==> src/rtl/dcd_ram.sv <==
// Generic simple dual-port RAM with one write port and a registered read port.
module dcd_ram #(
	parameter int WIDTH = 8,
	parameter int DEPTH = 256,
	localparam int AW = $clog2(DEPTH)
) (
	input  logic             clk,
	input  logic             we,
	input  logic [AW-1:0]    waddr,
	input  logic [WIDTH-1:0] wdata,
	input  logic [AW-1:0]    raddr,
	output logic [WIDTH-1:0] rdata
);

	logic [WIDTH-1:0] mem [DEPTH];

	// write, and register the read word (old data on a same-address collision)
	always_ff @(posedge clk) begin
		if (we) begin
			mem[waddr] <= wdata;
		end
		rdata <= mem[raddr];
	end

endmodule

==> config.mk <==
export PLATFORM = sky130hd
export DESIGN_NAME = dcd_ram
export DESIGN_NICKNAME = d
export VERILOG_FILES = /design/src/rtl/dcd_ram.sv
export SDC_FILE = /design/constraint.sdc
export NUM_CORES = 2
export LEC_CHECK = 0
export BUFFER_PORTS_ARGS = -buffer_cell sky130_fd_sc_hd__buf_4
export CAP_MARGIN = 15
export CORE_ASPECT_RATIO = 1.4
export CORE_MARGIN = 8
export CORE_UTILIZATION = 55
export CTS_BUF_LIST = sky130_fd_sc_hd__clkbuf_8
export CTS_CLUSTER_SIZE = 20
export DETAILED_ROUTE_END_ITERATION = 10
export PLACE_DENSITY = 0.72
export SYNTH_ARGS = -nofsm -noshare
export SYNTH_HDL_FRONTEND = slang
export SYNTH_SLANG_ARGS = --single-unit
export TNS_END_PERCENT = 30
==> constraint.sdc <==
create_clock -name clk -period 2.6 [get_ports clk]
set_input_delay 0.26 -clock clk [delete_from_list [all_inputs] [get_ports clk]]
set_output_delay 0.26 -clock clk [all_outputs]
set_load 0.03 [all_outputs]
==> metrics <==
worst-path cell chain mux4_2 > mux4_2 > nor2b_1 > nor4_2 > buf_4 > nor4_2; CTS Root Buffer Type clkbuf_8; crit-path leading delay family simple AND/OR/NAND/NOR gates; cell area after synthesis 79600 um^2; CTS clk-pin slew, worst paths 0.07 ns; Worst Setup Start Kind register; Synth top cells by count 2048 x edfxtp_1, 454 x mux4_2, 282 x nor2_1; crit path kind register to register; total power per unit cell area 692 nW/um^2; worst path bufs/invs 1; die height 466 um; fin nets 4524; slowest stage delay, CP 0.70 ns; post-synthesis sequential area ratio 77.5%; data required time of the worst path 3.49 ns; largest net degree at the start of global routing 101; CTS tree yes; Primary FF master, synth edfxtp_1; peak supply drop 501 uV; vias in the first global route 43068; post-layout min period 2.59 ns; post-synth top area cell edfxtp_1; number of synthesized flops with an enable pin 2048; status finished clean; share of cells above drive strength 1 32.2%; Max Cap Viol 0; drt wl/cell 29.5 um; hold_ws 0.132 ns; Setup violations, final 0; Ports 34; Clock Sinks 2056; DR vias 41546; Rows 165; gpl congestion 0.875; Core ar. 144000 um^2; CTS Buffer Depth 4; Fmax 0.386 GHz; antenna viol nets, final 0; Non-Filler Instances 6620; die area 157000 um^2; most common cell in the synthesized netlist edfxtp_1; Crit-path slowest cell nor4_2; Clk Latency, worst-skew pair 1.03 ns; Port-buffer cells 33; top-area cell type share of the netlist area 77.3%; worst slew pin tran 1.06 ns; Syn Nets 3759; first-pass GRT wire length 285 mm; Area Overhead vs Synth 15.6%; CTS Buf Count 301; Final Skew 0.0719 ns; crit-path max FO 1; TritonRoute pass-1 iters 6; Pleak 30.1 nW; Initial Util 55.2%; final core occ 63.8%; Slew Viols, Final 0; Mean Syn Cell Area 21.3 um^2; all-layer global routing usage 24.9%; DR DRC count 0; Yosys reg bits 2056; vias per inst 6.28; placed instance area 86500 um^2; Hold Fails Final Rpt 0; Die Width 337 um; Post-Syn Instances 3733; asr flop ratio synth 0%; total grt overflow 0; Iteration-0 DRC Markers 4848; Synth area leaders edfxtp_1 77%, mux4_2 13%, mux2i_1 1.7%, nor2_1 1.3%, a22oi_1 1.3%; hold crit path type input port to register; Fill cells 9572; Design Area, Final 91900 um^2; initial antenna violation count 8; Syn. warnings 0; drt total wl 195 mm; Max-slew headroom 28.6%; placed wire-length estimate 129 mm; library cells used by synthesis 55; CP Capture Type register; Critical Path AT 3.48 ns; final worst path period share 99.7%; CTS H-tree depth 5; Placed Cells 6095
==> worst paths after layout <==
path,start,to,slack (ns),depth (start not counted)
worst max-delay path,mem[81][2],rdata[2],0.008,6
worst min-delay path,raddr[5],rdata[4],0.13,5
worst min register to register,mem[51][0],rdata[0],1.12,6
worst max register to register,mem[81][2],rdata[2],0.008,6
==> metrics by stage <==
stage	setup WS (ns)	TNS, ns	total power, mW
final	0.00768	0	63.6
after global routing	-0.00409	-0.00809	65.5
after CTS	0.0459	0	64.0
after detailed placement	-1.03	-4.69	41.1
after global placement	-0.995	-5.56	41.0
after floorplan	0.402	0	39.1
==> tightest hold or removal path: cells and delay by family <==
kind / cells / cell delay, ns
buf+inv: 2 / 0.38
compound gates: 1 / 0.10
simple gates: 2 / 0.30
==> where the power goes <==
part	total, mW	leakage (nW)	switching (mW)	internal (mW)
clock network	23.2	3.03	11.6	11.6
registers	36.6	18.5	0.0798	36.5
logic	3.81	8.58	2.28	1.53
total	63.6	30.1	14.0	49.7
==> what timing repair did <==
item,in CTS,in global routing
hold endpoints to repair,1148,0
buffers inserted,0,0
hold buffers,20,0
gates resized for setup,6,2
endpoints found under the setup margin,4,13
==> cells in the final DEF, fill, tap and decap left out, drive strengths merged, types with 3 or more instances in the layout <==
cell,netlist,final
diode,0,7
buf,122,667
mux2i,134,134
nor3,22,22
clkbuf,111,318
or2,4,4
bufinv,0,6
clkinvlp,0,3
a2111oi,5,5
a21oi,96,96
o32ai,5,5
nor2,282,282
o221ai,47,47
a221oi,14,14
inv,1,97
dfxtp,8,8
nand4,10,10
edfxtp,2048,2048
a22o,8,8
o22ai,28,28
o21ai,12,12
nand2,33,33
mux4,456,456
nand2b,8,8
clkinv,1,84
nor4,27,27
o211ai,10,10
a22oi,133,133
a211oi,16,16
and2,6,6
nand3,34,34
o22a,5,5
dlygate4sd3,0,20
nor2b,31,31
==> state kept, by name (all words and copies together), names as in the netlist <==
signal  count
mem      2048
rdata       8
==> metal layers <==
metal | vias up | track usage (%) | share of wire [%] | wire length, um
met4 | 2 | 12.3 | 5.4 | 10600
li1 | 17214 | - | - | -
met5 | - | 0 | 0.0067 | 13
met2 | 2249 | 41.1 | 50 | 97900
met3 | 483 | 5.85 | 9.2 | 18000
met1 | 21598 | 31.0 | 35 | 68800
==> logic make-up (layout without fill, tap and decap cells) <==
group	after synthesis	count (layout)	share of synthesized area (%)
compound gates	385	385	3.42
buf+inv	235	1195	1.83
flops	2056	2056	77.5
mux	591	591	14.6
other cells	0	7	0
simple gates	466	466	2.63
==> final cells by class <==
type / count / area (um^2) / share of cell area [%]
diodes: 7 / 17.5 / 0.0191
clock inverters: 188 / 935 / 1.02
clock buffers: 310 / 4270 / 4.64
flip-flops and latches: 2056 / 61700 / 67.1
multi-input cells: 1442 / 16500 / 18.0
well taps: 1920 / 2400 / 2.61
inverters: 2 / 7.51 / 0.00817
repair buffers: 695 / 6120 / 6.66
Power figures use the tool's default switching activity.
