==> src/rtl/dcd_pkg.sv <==
// Shared types and constants of the directed cycle detector.
package dcd_pkg;

	localparam int NODE_W = 8;
	localparam int OP_W   = 2;
	localparam int STAT_W = 2;
	localparam int CFG_W  = 9;

	localparam logic [CFG_W-1:0] NODE_COUNT_RST = 9'd256;

	typedef enum logic [OP_W-1:0] {
		OP_ADD   = 2'd0,
		OP_CHECK = 2'd1,
		OP_CLEAR = 2'd2,
		OP_NOP   = 2'd3
	} op_t;

	typedef enum logic [STAT_W-1:0] {
		STAT_OK    = 2'd0,
		STAT_FULL  = 2'd1,
		STAT_RANGE = 2'd2
	} status_t;

	typedef enum logic [1:0] {
		TS_INIT,
		TS_IDLE,
		TS_CLEAR,
		TS_CHECK
	} top_state_t;

	typedef enum logic [2:0] {
		SR_IDLE,
		SR_MCLR,
		SR_ROOT,
		SR_ROOTCHK,
		SR_EDGE,
		SR_ADJ,
		SR_MARK,
		SR_POP
	} srch_state_t;

	typedef struct packed {
		logic done;
		logic cyclic;
	} srch_res_t;

endpackage

==> src/rtl/dcd_ram.sv <==
// Generic simple dual-port RAM with one write port and a registered read port.
module dcd_ram #(
	parameter int WIDTH = 8,
	parameter int DEPTH = 256,
	localparam int AW = $clog2(DEPTH)
) (
	input  logic             clk,
	input  logic             we,
	input  logic [AW-1:0]    waddr,
	input  logic [WIDTH-1:0] wdata,
	input  logic [AW-1:0]    raddr,
	output logic [WIDTH-1:0] rdata
);

	logic [WIDTH-1:0] mem [DEPTH];

	// write, and register the read word (old data on a same-address collision)
	always_ff @(posedge clk) begin
		if (we) begin
			mem[waddr] <= wdata;
		end
		rdata <= mem[raddr];
	end

endmodule

==> src/rtl/dcd_search.sv <==
// Depth-first search engine with mark and stack memories for the cycle check.
module dcd_search import dcd_pkg::*; #(
	parameter int MAX_NODES  = 256,
	parameter int MAX_DEGREE = 8,
	localparam int NW = $clog2(MAX_NODES),
	localparam int CW = $clog2(MAX_NODES + 1),
	localparam int DW = $clog2(MAX_DEGREE + 1),
	localparam int AW = $clog2(MAX_NODES * MAX_DEGREE)
) (
	input  logic              clk,
	input  logic              arst_n,
	input  logic              go,
	input  logic [CW-1:0]     n,
	output logic [NW-1:0]     deg_raddr,
	input  logic [DW-1:0]     deg_rdata,
	output logic [AW-1:0]     adj_raddr,
	input  logic [NODE_W-1:0] adj_rdata,
	output srch_res_t         res
);

	localparam int SLW = (CW > NODE_W) ? CW : NODE_W;
	localparam int SEW = NW + 2 * DW;
	localparam logic [CW-1:0] SWEEP_LAST = CW'(MAX_NODES - 1);
	localparam logic [AW-1:0] MAXD_A     = AW'(MAX_DEGREE);

	// mark word: {visited, on current path}
	localparam logic [1:0] MARK_NONE = 2'b00;
	localparam logic [1:0] MARK_PATH = 2'b11;
	localparam logic [1:0] MARK_DONE = 2'b10;

	srch_state_t state_q, state_d;
	logic [CW-1:0] s_q;
	logic [CW-1:0] depth_q;
	logic [NW-1:0] v_q;
	logic [DW-1:0] k_q;
	logic [DW-1:0] dg_q;
	logic [NW-1:0] w_q;

	logic           mark_we;
	logic [NW-1:0]  mark_waddr;
	logic [1:0]     mark_wdata;
	logic [NW-1:0]  mark_raddr;
	logic [1:0]     mark_rdata;
	logic           stack_we;
	logic [NW-1:0]  stack_waddr;
	logic [SEW-1:0] stack_wdata;
	logic [NW-1:0]  stack_raddr;
	logic [SEW-1:0] stack_rdata;

	logic          k_more;
	logic          w_skip;
	logic          root_end;
	logic          mk_vis;
	logic          mk_on;
	logic [CW-1:0] dep_m1;
	logic [CW-1:0] dep_m2;
	logic [NW-1:0] s_idx;
	logic [NW-1:0] w_idx;

	dcd_ram #(.WIDTH(2), .DEPTH(MAX_NODES)) u_mark (
		.clk  (clk),
		.we   (mark_we),
		.waddr(mark_waddr),
		.wdata(mark_wdata),
		.raddr(mark_raddr),
		.rdata(mark_rdata)
	);

	dcd_ram #(.WIDTH(SEW), .DEPTH(MAX_NODES)) u_stack (
		.clk  (clk),
		.we   (stack_we),
		.waddr(stack_waddr),
		.wdata(stack_wdata),
		.raddr(stack_raddr),
		.rdata(stack_rdata)
	);

	// decode the current step
	always_comb begin
		k_more   = (k_q < dg_q);
		w_skip   = (SLW'(adj_rdata) == SLW'(v_q)) || (SLW'(adj_rdata) >= SLW'(n));
		root_end = (s_q >= n);
		mk_vis   = mark_rdata[1];
		mk_on    = mark_rdata[0];
		dep_m1   = depth_q - CW'(1);
		dep_m2   = depth_q - CW'(2);
		s_idx    = s_q[NW-1:0];
		w_idx    = NW'(adj_rdata);
	end

	// next state
	always_comb begin
		state_d = state_q;
		unique case (state_q)
			SR_IDLE: begin
				if (go) begin
					state_d = SR_MCLR;
				end
			end
			SR_MCLR: begin
				if (s_q == SWEEP_LAST) begin
					state_d = SR_ROOT;
				end
			end
			SR_ROOT: begin
				state_d = root_end ? SR_IDLE : SR_ROOTCHK;
			end
			SR_ROOTCHK: begin
				state_d = mk_vis ? SR_ROOT : SR_EDGE;
			end
			SR_EDGE: begin
				if (k_more) begin
					state_d = SR_ADJ;
				end else if (depth_q == CW'(1)) begin
					state_d = SR_ROOT;
				end else begin
					state_d = SR_POP;
				end
			end
			SR_ADJ: begin
				state_d = w_skip ? SR_EDGE : SR_MARK;
			end
			SR_MARK: begin
				state_d = (mk_vis && mk_on) ? SR_IDLE : SR_EDGE;
			end
			SR_POP: begin
				state_d = SR_EDGE;
			end
			default: begin
				state_d = SR_IDLE;
			end
		endcase
	end

	// memory controls and result
	always_comb begin
		mark_we     = 1'b0;
		mark_waddr  = s_idx;
		mark_wdata  = MARK_NONE;
		mark_raddr  = w_idx;
		deg_raddr   = w_idx;
		stack_we    = 1'b0;
		stack_waddr = dep_m1[NW-1:0];
		stack_wdata = {v_q, k_q, dg_q};
		stack_raddr = dep_m2[NW-1:0];
		adj_raddr   = AW'(v_q) * MAXD_A + AW'(k_q);
		res         = '0;
		unique case (state_q)
			SR_IDLE: begin
			end
			SR_MCLR: begin
				mark_we = 1'b1;
			end
			SR_ROOT: begin
				mark_raddr = s_idx;
				deg_raddr  = s_idx;
				res.done   = root_end;
			end
			SR_ROOTCHK: begin
				mark_we    = !mk_vis;
				mark_wdata = MARK_PATH;
			end
			SR_EDGE: begin
				// leaving a node: drop it from the path
				mark_we    = !k_more;
				mark_waddr = v_q;
				mark_wdata = MARK_DONE;
			end
			SR_ADJ: begin
			end
			SR_MARK: begin
				if (!mk_vis) begin
					stack_we   = 1'b1;
					mark_we    = 1'b1;
					mark_waddr = w_q;
					mark_wdata = MARK_PATH;
				end else if (mk_on) begin
					res.done   = 1'b1;
					res.cyclic = 1'b1;
				end
			end
			SR_POP: begin
			end
			default: begin
			end
		endcase
	end

	// control registers: state, root counter, stack depth
	always_ff @(posedge clk or negedge arst_n) begin
		if (!arst_n) begin
			state_q <= SR_IDLE;
			s_q     <= '0;
			depth_q <= '0;
		end else begin
			state_q <= state_d;
			case (state_q)
				SR_IDLE: begin
					if (go) begin
						s_q <= '0;
					end
				end
				SR_MCLR: begin
					s_q <= (s_q == SWEEP_LAST) ? '0 : s_q + CW'(1);
				end
				SR_ROOTCHK: begin
					if (mk_vis) begin
						s_q <= s_q + CW'(1);
					end else begin
						depth_q <= CW'(1);
					end
				end
				SR_EDGE: begin
					if (!k_more) begin
						depth_q <= dep_m1;
						if (depth_q == CW'(1)) begin
							s_q <= s_q + CW'(1);
						end
					end
				end
				SR_MARK: begin
					if (!mk_vis) begin
						depth_q <= depth_q + CW'(1);
					end
				end
				default: begin
				end
			endcase
		end
	end

	// top-of-stack registers: node, next edge position, degree
	always_ff @(posedge clk) begin
		case (state_q)
			SR_ROOTCHK: begin
				v_q  <= s_idx;
				k_q  <= '0;
				dg_q <= deg_rdata;
			end
			SR_EDGE: begin
				if (k_more) begin
					k_q <= k_q + DW'(1);
				end
			end
			SR_ADJ: begin
				w_q <= w_idx;
			end
			SR_MARK: begin
				if (!mk_vis) begin
					v_q  <= w_q;
					k_q  <= '0;
					dg_q <= deg_rdata;
				end
			end
			SR_POP: begin
				{v_q, k_q, dg_q} <= stack_rdata;
			end
			default: begin
			end
		endcase
	end

endmodule

==> config.mk <==
export PLATFORM = sky130hd
export DESIGN_NAME = dcd_search
export DESIGN_NICKNAME = d
export VERILOG_FILES = /design/src/rtl/dcd_pkg.sv /design/src/rtl/dcd_ram.sv /design/src/rtl/dcd_search.sv
export SDC_FILE = /design/constraint.sdc
export NUM_CORES = 2
export LEC_CHECK = 0
export ABC_CLOCK_PERIOD_IN_PS = 21100
export BUFFER_PORTS_ARGS = -buffer_cell sky130_fd_sc_hd__buf_2
export CAP_MARGIN = 25
export CORE_MARGIN = 2
export CORE_UTILIZATION = 60
export DETAILED_ROUTE_END_ITERATION = 12
export PLACE_DENSITY_LB_ADDON = 0.08
export SYNTH_ARGS = -nofsm -noshare
export SYNTH_HDL_FRONTEND = slang
export SYNTH_MEMORY_MAX_BITS = 65536
export SYNTH_SLANG_ARGS = --single-unit
==> constraint.sdc <==
create_clock -name clk -period 21.1 [get_ports clk]
set_input_delay 4.22 -clock clk [delete_from_list [all_inputs] [get_ports clk]]
set_output_delay 4.22 -clock clk [all_outputs]
set_load 0.05 [all_outputs]
==> run_results.csv <==
group,metric,value,unit
run_status,run_status,"complete, no violations",
route,count_of_routing_violations_after_the_opening_detailed_route_iteration,12285,
synth,synth_top_cell_area_share,76.3,%
worst_setup_path,critPathRequiredTime,16.88,ns
power_and_ir_drop,intPower,18900,uW
place,routabilityCongestion,0.854,
synth,post-synth-top-area-cell,"edfxtp_1",
clocking,tritoncts,"yes",
worst_setup_path,path_cells,"buf_2, ha_1, nand2b_1, a21o_1, a21o_1, a21o_1, a211o_1, a21oi_1, o21ai_0, a31o_2, buf_2",
clocking,clock_sink_count,4671,
synth,netlist-cell-type-count,69,
cells_and_area,ff_latch_area,140000,sq um
synth,synthesis_stage_register_bit_count,4671,
sta,fin_crit,10.59,ns
clocking,cts-root-to-sink-buffers,4,
clocking,cts.root.buffer_cell,"clkbuf_16",
route,route.detailed.wl_per_inst,33.4,microns
synth,ys_top_cells_by_count,"4,632 x edfxtp_1, 1,309 x mux4_2, 578 x nor2_1, 496 x nand2_1, 290 x clkbuf_1",
sta,final.period_utilization,50.2,%
cells_and_area,layout-drive-gt1-share,26.7,%
min_path,worstHoldPathType,"reg -> reg",
synth,synthesis.yosys.warnings,0,
route,vias,89693,
synth,ys_async_sr_fraction,0.450,%
worst_setup_path,path_class,"in -> out",
synth,synthesis.area_per_instance,21.3,sq um
sta,maxSlewHeadroom,6.75,%
synth,portion_of_netlist_area_occupied_by_mux_cells,16.9,%
sta,slew_violations,0,
cells_and_area,n_fill_cell,19011,
sta,final.setup_skew,0.0414,ns
sta,fmax,94.5,MHz
job,cap_viol_max_count,0,
power_and_ir_drop,clkPwrFrac,28.5,%
power_and_ir_drop,worst_ir_drop_vdd,0.312,mV
route,detailedRoute.firstPassIterationCount,8,
synth,yosysSeqAreaShare,76.8,%
place,dpl-instance-area,189000,sq um
floorplanning,top_level_ports,45,
global_route,global_route.usage.total,29.0,%
clocking,cts.repair.resized,0,
synth,synth_edf_count,4632,
floorplanning,initial_utilization,60.3,%
clocking,cts.clk_slew.worst_paths,0.06,ns
floorplanning,core-area,303000,sq um
power_and_ir_drop,seqPwrFrac,39.8,%
synth,synth_top_family_by_area,"multiplexers",
power_and_ir_drop,power.share.combinational,31.7,%
floorplanning,rows,202,
cells_and_area,stdcell_area,204000,sq um
synth,synthMostInstantiatedCell,"edfxtp_1",
synth,synth_area,182000,sq um
power_and_ir_drop,power-per-cell-area,139,nW/um^2
route,wl,446000,microns
global_route,global_route_wire_length_before_repair,639000,microns
clocking,cts.htree.levels,5,
floorplanning,die_w,555,microns
worst_setup_path,cpMostUsedCell,"a21o_1",
place,port_buffers,44,
sta,final.setup.tns,0,ns
sta,final-setup-viol-count,0,
cells_and_area,multiInputGateArea,40200,sq um
synth,net_count_of_the_mapped_netlist,8602,
sta,final-hold-violation-count,0,
route,drc,0,
synth,syn-instance-count,8543,
synth,synthXorXnorAreaFrac,0.149,%
floorplanning,die-area,308000,sq um
clocking,clk-insertion-delay-late,0.97,ns
power_and_ir_drop,total_leakage_power,0.0642,uW
worst_setup_path,critical_path_peak_fanout,3,
clocking,tritoncts.num_buffers,462,
sta,slew_at_the_pin_closest_to_its_max_slew_limit,1.40,ns
floorplanning,fp.dieH,555,microns
cells_and_area,areaGrowthSynthToFinish,12.2,%
synth,area_share_of_fa_ha_maj_cells_after_synthesis,0.240,%
global_route,globalRoute.totalOverflow,0,
synth,fraction_of_the_mapped_netlist_area_in_compound_gates,1.25,%
synth,simple_gate_fraction_of_synth_area,3.48,%
worst_setup_path,timing.critical_path.arrival,6.37,ns
power_and_ir_drop,power.share.switching,33.2,%
route,ant_nets,0,
power_and_ir_drop,power_switching,9430,uW
place,dp_hpwl,260000,microns
clocking,post_cts_buffers,0,
worst_setup_path,critical_path.startpoint_type,"primary input",
cells_and_area,fin_nets,9059,
global_route,first_global_vias,88771,
synth,top_cells_by_area_synth,"edfxtp_1 76%, mux4_2 16%, nor2_1 1.2%",
global_route,number_of_antenna_violations_at_the_first_check_in_global_routing,16,
sta,setup_repair_after_global_routing_missed_its_margin,"no",
route,routed_via_density,6.71,
global_route,pin_count_of_the_biggest_net_entering_global_routing,257,
worst_setup_path,maximum_single_stage_delay_on_the_critical_path,0.30,ns
worst_setup_path,setup.worst_path.end_class,"output port",
synth,synth-main-ff-cell,"edfxtp_1",
clocking,hold_buffers,0,
worst_setup_path,cpMaxStageDelayCell,"a31o_2",
-- cells by family after synthesis --
logic type / count (synthesis)
fa+ha+maj: 35
xor+xnor: 31
flops: 4671
buf+inv: 541
compound gates: 347
mux: 1434
simple gates: 1484
-- power groups by stage --
stage,Sequential [uW],Clock [uW],Combinational [uW]
after detailed placement,11500,0,8950
final,11300,8090,9000
after floorplan,12000,0,4910
after global routing,11300,8560,9360
after CTS,11300,8200,8970
after global placement,11500,0,8810
-- cell usage in the layout (no fill, tap or decap), types with 87 or more instances in the layout --
cell       Yosys  layout
clkinv_1       1     104
mux4_2      1309    1309
clkinv_2       0      87
nor2_1       578     558
nand3_1      214     214
mux2i_1      117     117
nand2_1      496     496
buf_4          6     411
clkbuf_16      0     467
clkbuf_1     290     106
a21oi_1      111     111
edfxtp_1    4632    4632
-- registers in the layout (all words and copies together) (netlist names) --
| name | cells |
|---|---|
| u_stack.mem | 4096 |
| u_mark.mem | 512 |
| u_stack.rdata | 16 |
| depth_q | 9 |
| s_q | 9 |
| v_q | 8 |
| w_q | 8 |
| dg_q | 4 |
| k_q | 4 |
| state_q | 3 |
| u_mark.rdata | 2 |
-- worst max-delay path: cells and delay by family --
family | cells | cell delay (ns)
compound gates | 7 | 1.41
fa+ha+maj | 1 | 0.27
buf+inv | 2 | 0.32
simple gates | 1 | 0.15
-- path summary, 6_finish.rpt --
| check | startpoint | endpoint | slack [ns] | cells past startpoint |
|---|---|---|---|---|
| setup / recovery | n[0] | res[1] | 10.51 | 11 |
| min in group asynchronous | arst_n | s_q[1] | 3.24 | 1 |
| max in group asynchronous | arst_n | depth_q[0] | 17.41 | 1 |
| hold reg to reg | depth_q[8] | depth_q[8] | 0.51 | 1 |
| hold / removal | depth_q[8] | depth_q[8] | 0.51 | 1 |
| setup reg to reg | depth_q[0] | u_stack.rdata[0] | 14.34 | 9 |
-- final cells by class --
cell class                 instances  share of cell area (%)
clock inverter                   275                    1.33
antenna                            5                 0.00612
timing repair buffer             498                    2.08
inverter                          36                  0.0698
multi-input combinational       3331                    19.7
clock buffer                     578                    5.94
sequential                      4671                    68.5
tap                             3978                    2.43
-- per-layer routing --
layer  part of all wire [%]  vias up  wire [microns]  global-route usage (%)
met4                    3.1        2           13800                    8.20
met2                     48     4523          213000                    45.2
met3                    9.0      659           40400                    5.13
met1                     40    48163          179000                    43.2
li1                       -    36346               -                       -
met5                 0.0029        -              13                       0
-- per-stage QoR --
step	power (uW)	hold slack, ns	worst slack (ns)	util, %	cells
after floorplan	16900	0.456	10.91	-	8543
after global placement	20300	0.479	10.34	62.5	12484
after detailed placement	20400	0.489	10.51	62.5	12494
after CTS	28500	0.502	10.50	67.4	13347
after global routing	29200	0.512	10.34	67.6	13369
final	28400	0.509	10.51	67.6	13372
(Power assumes the default switching activity.)
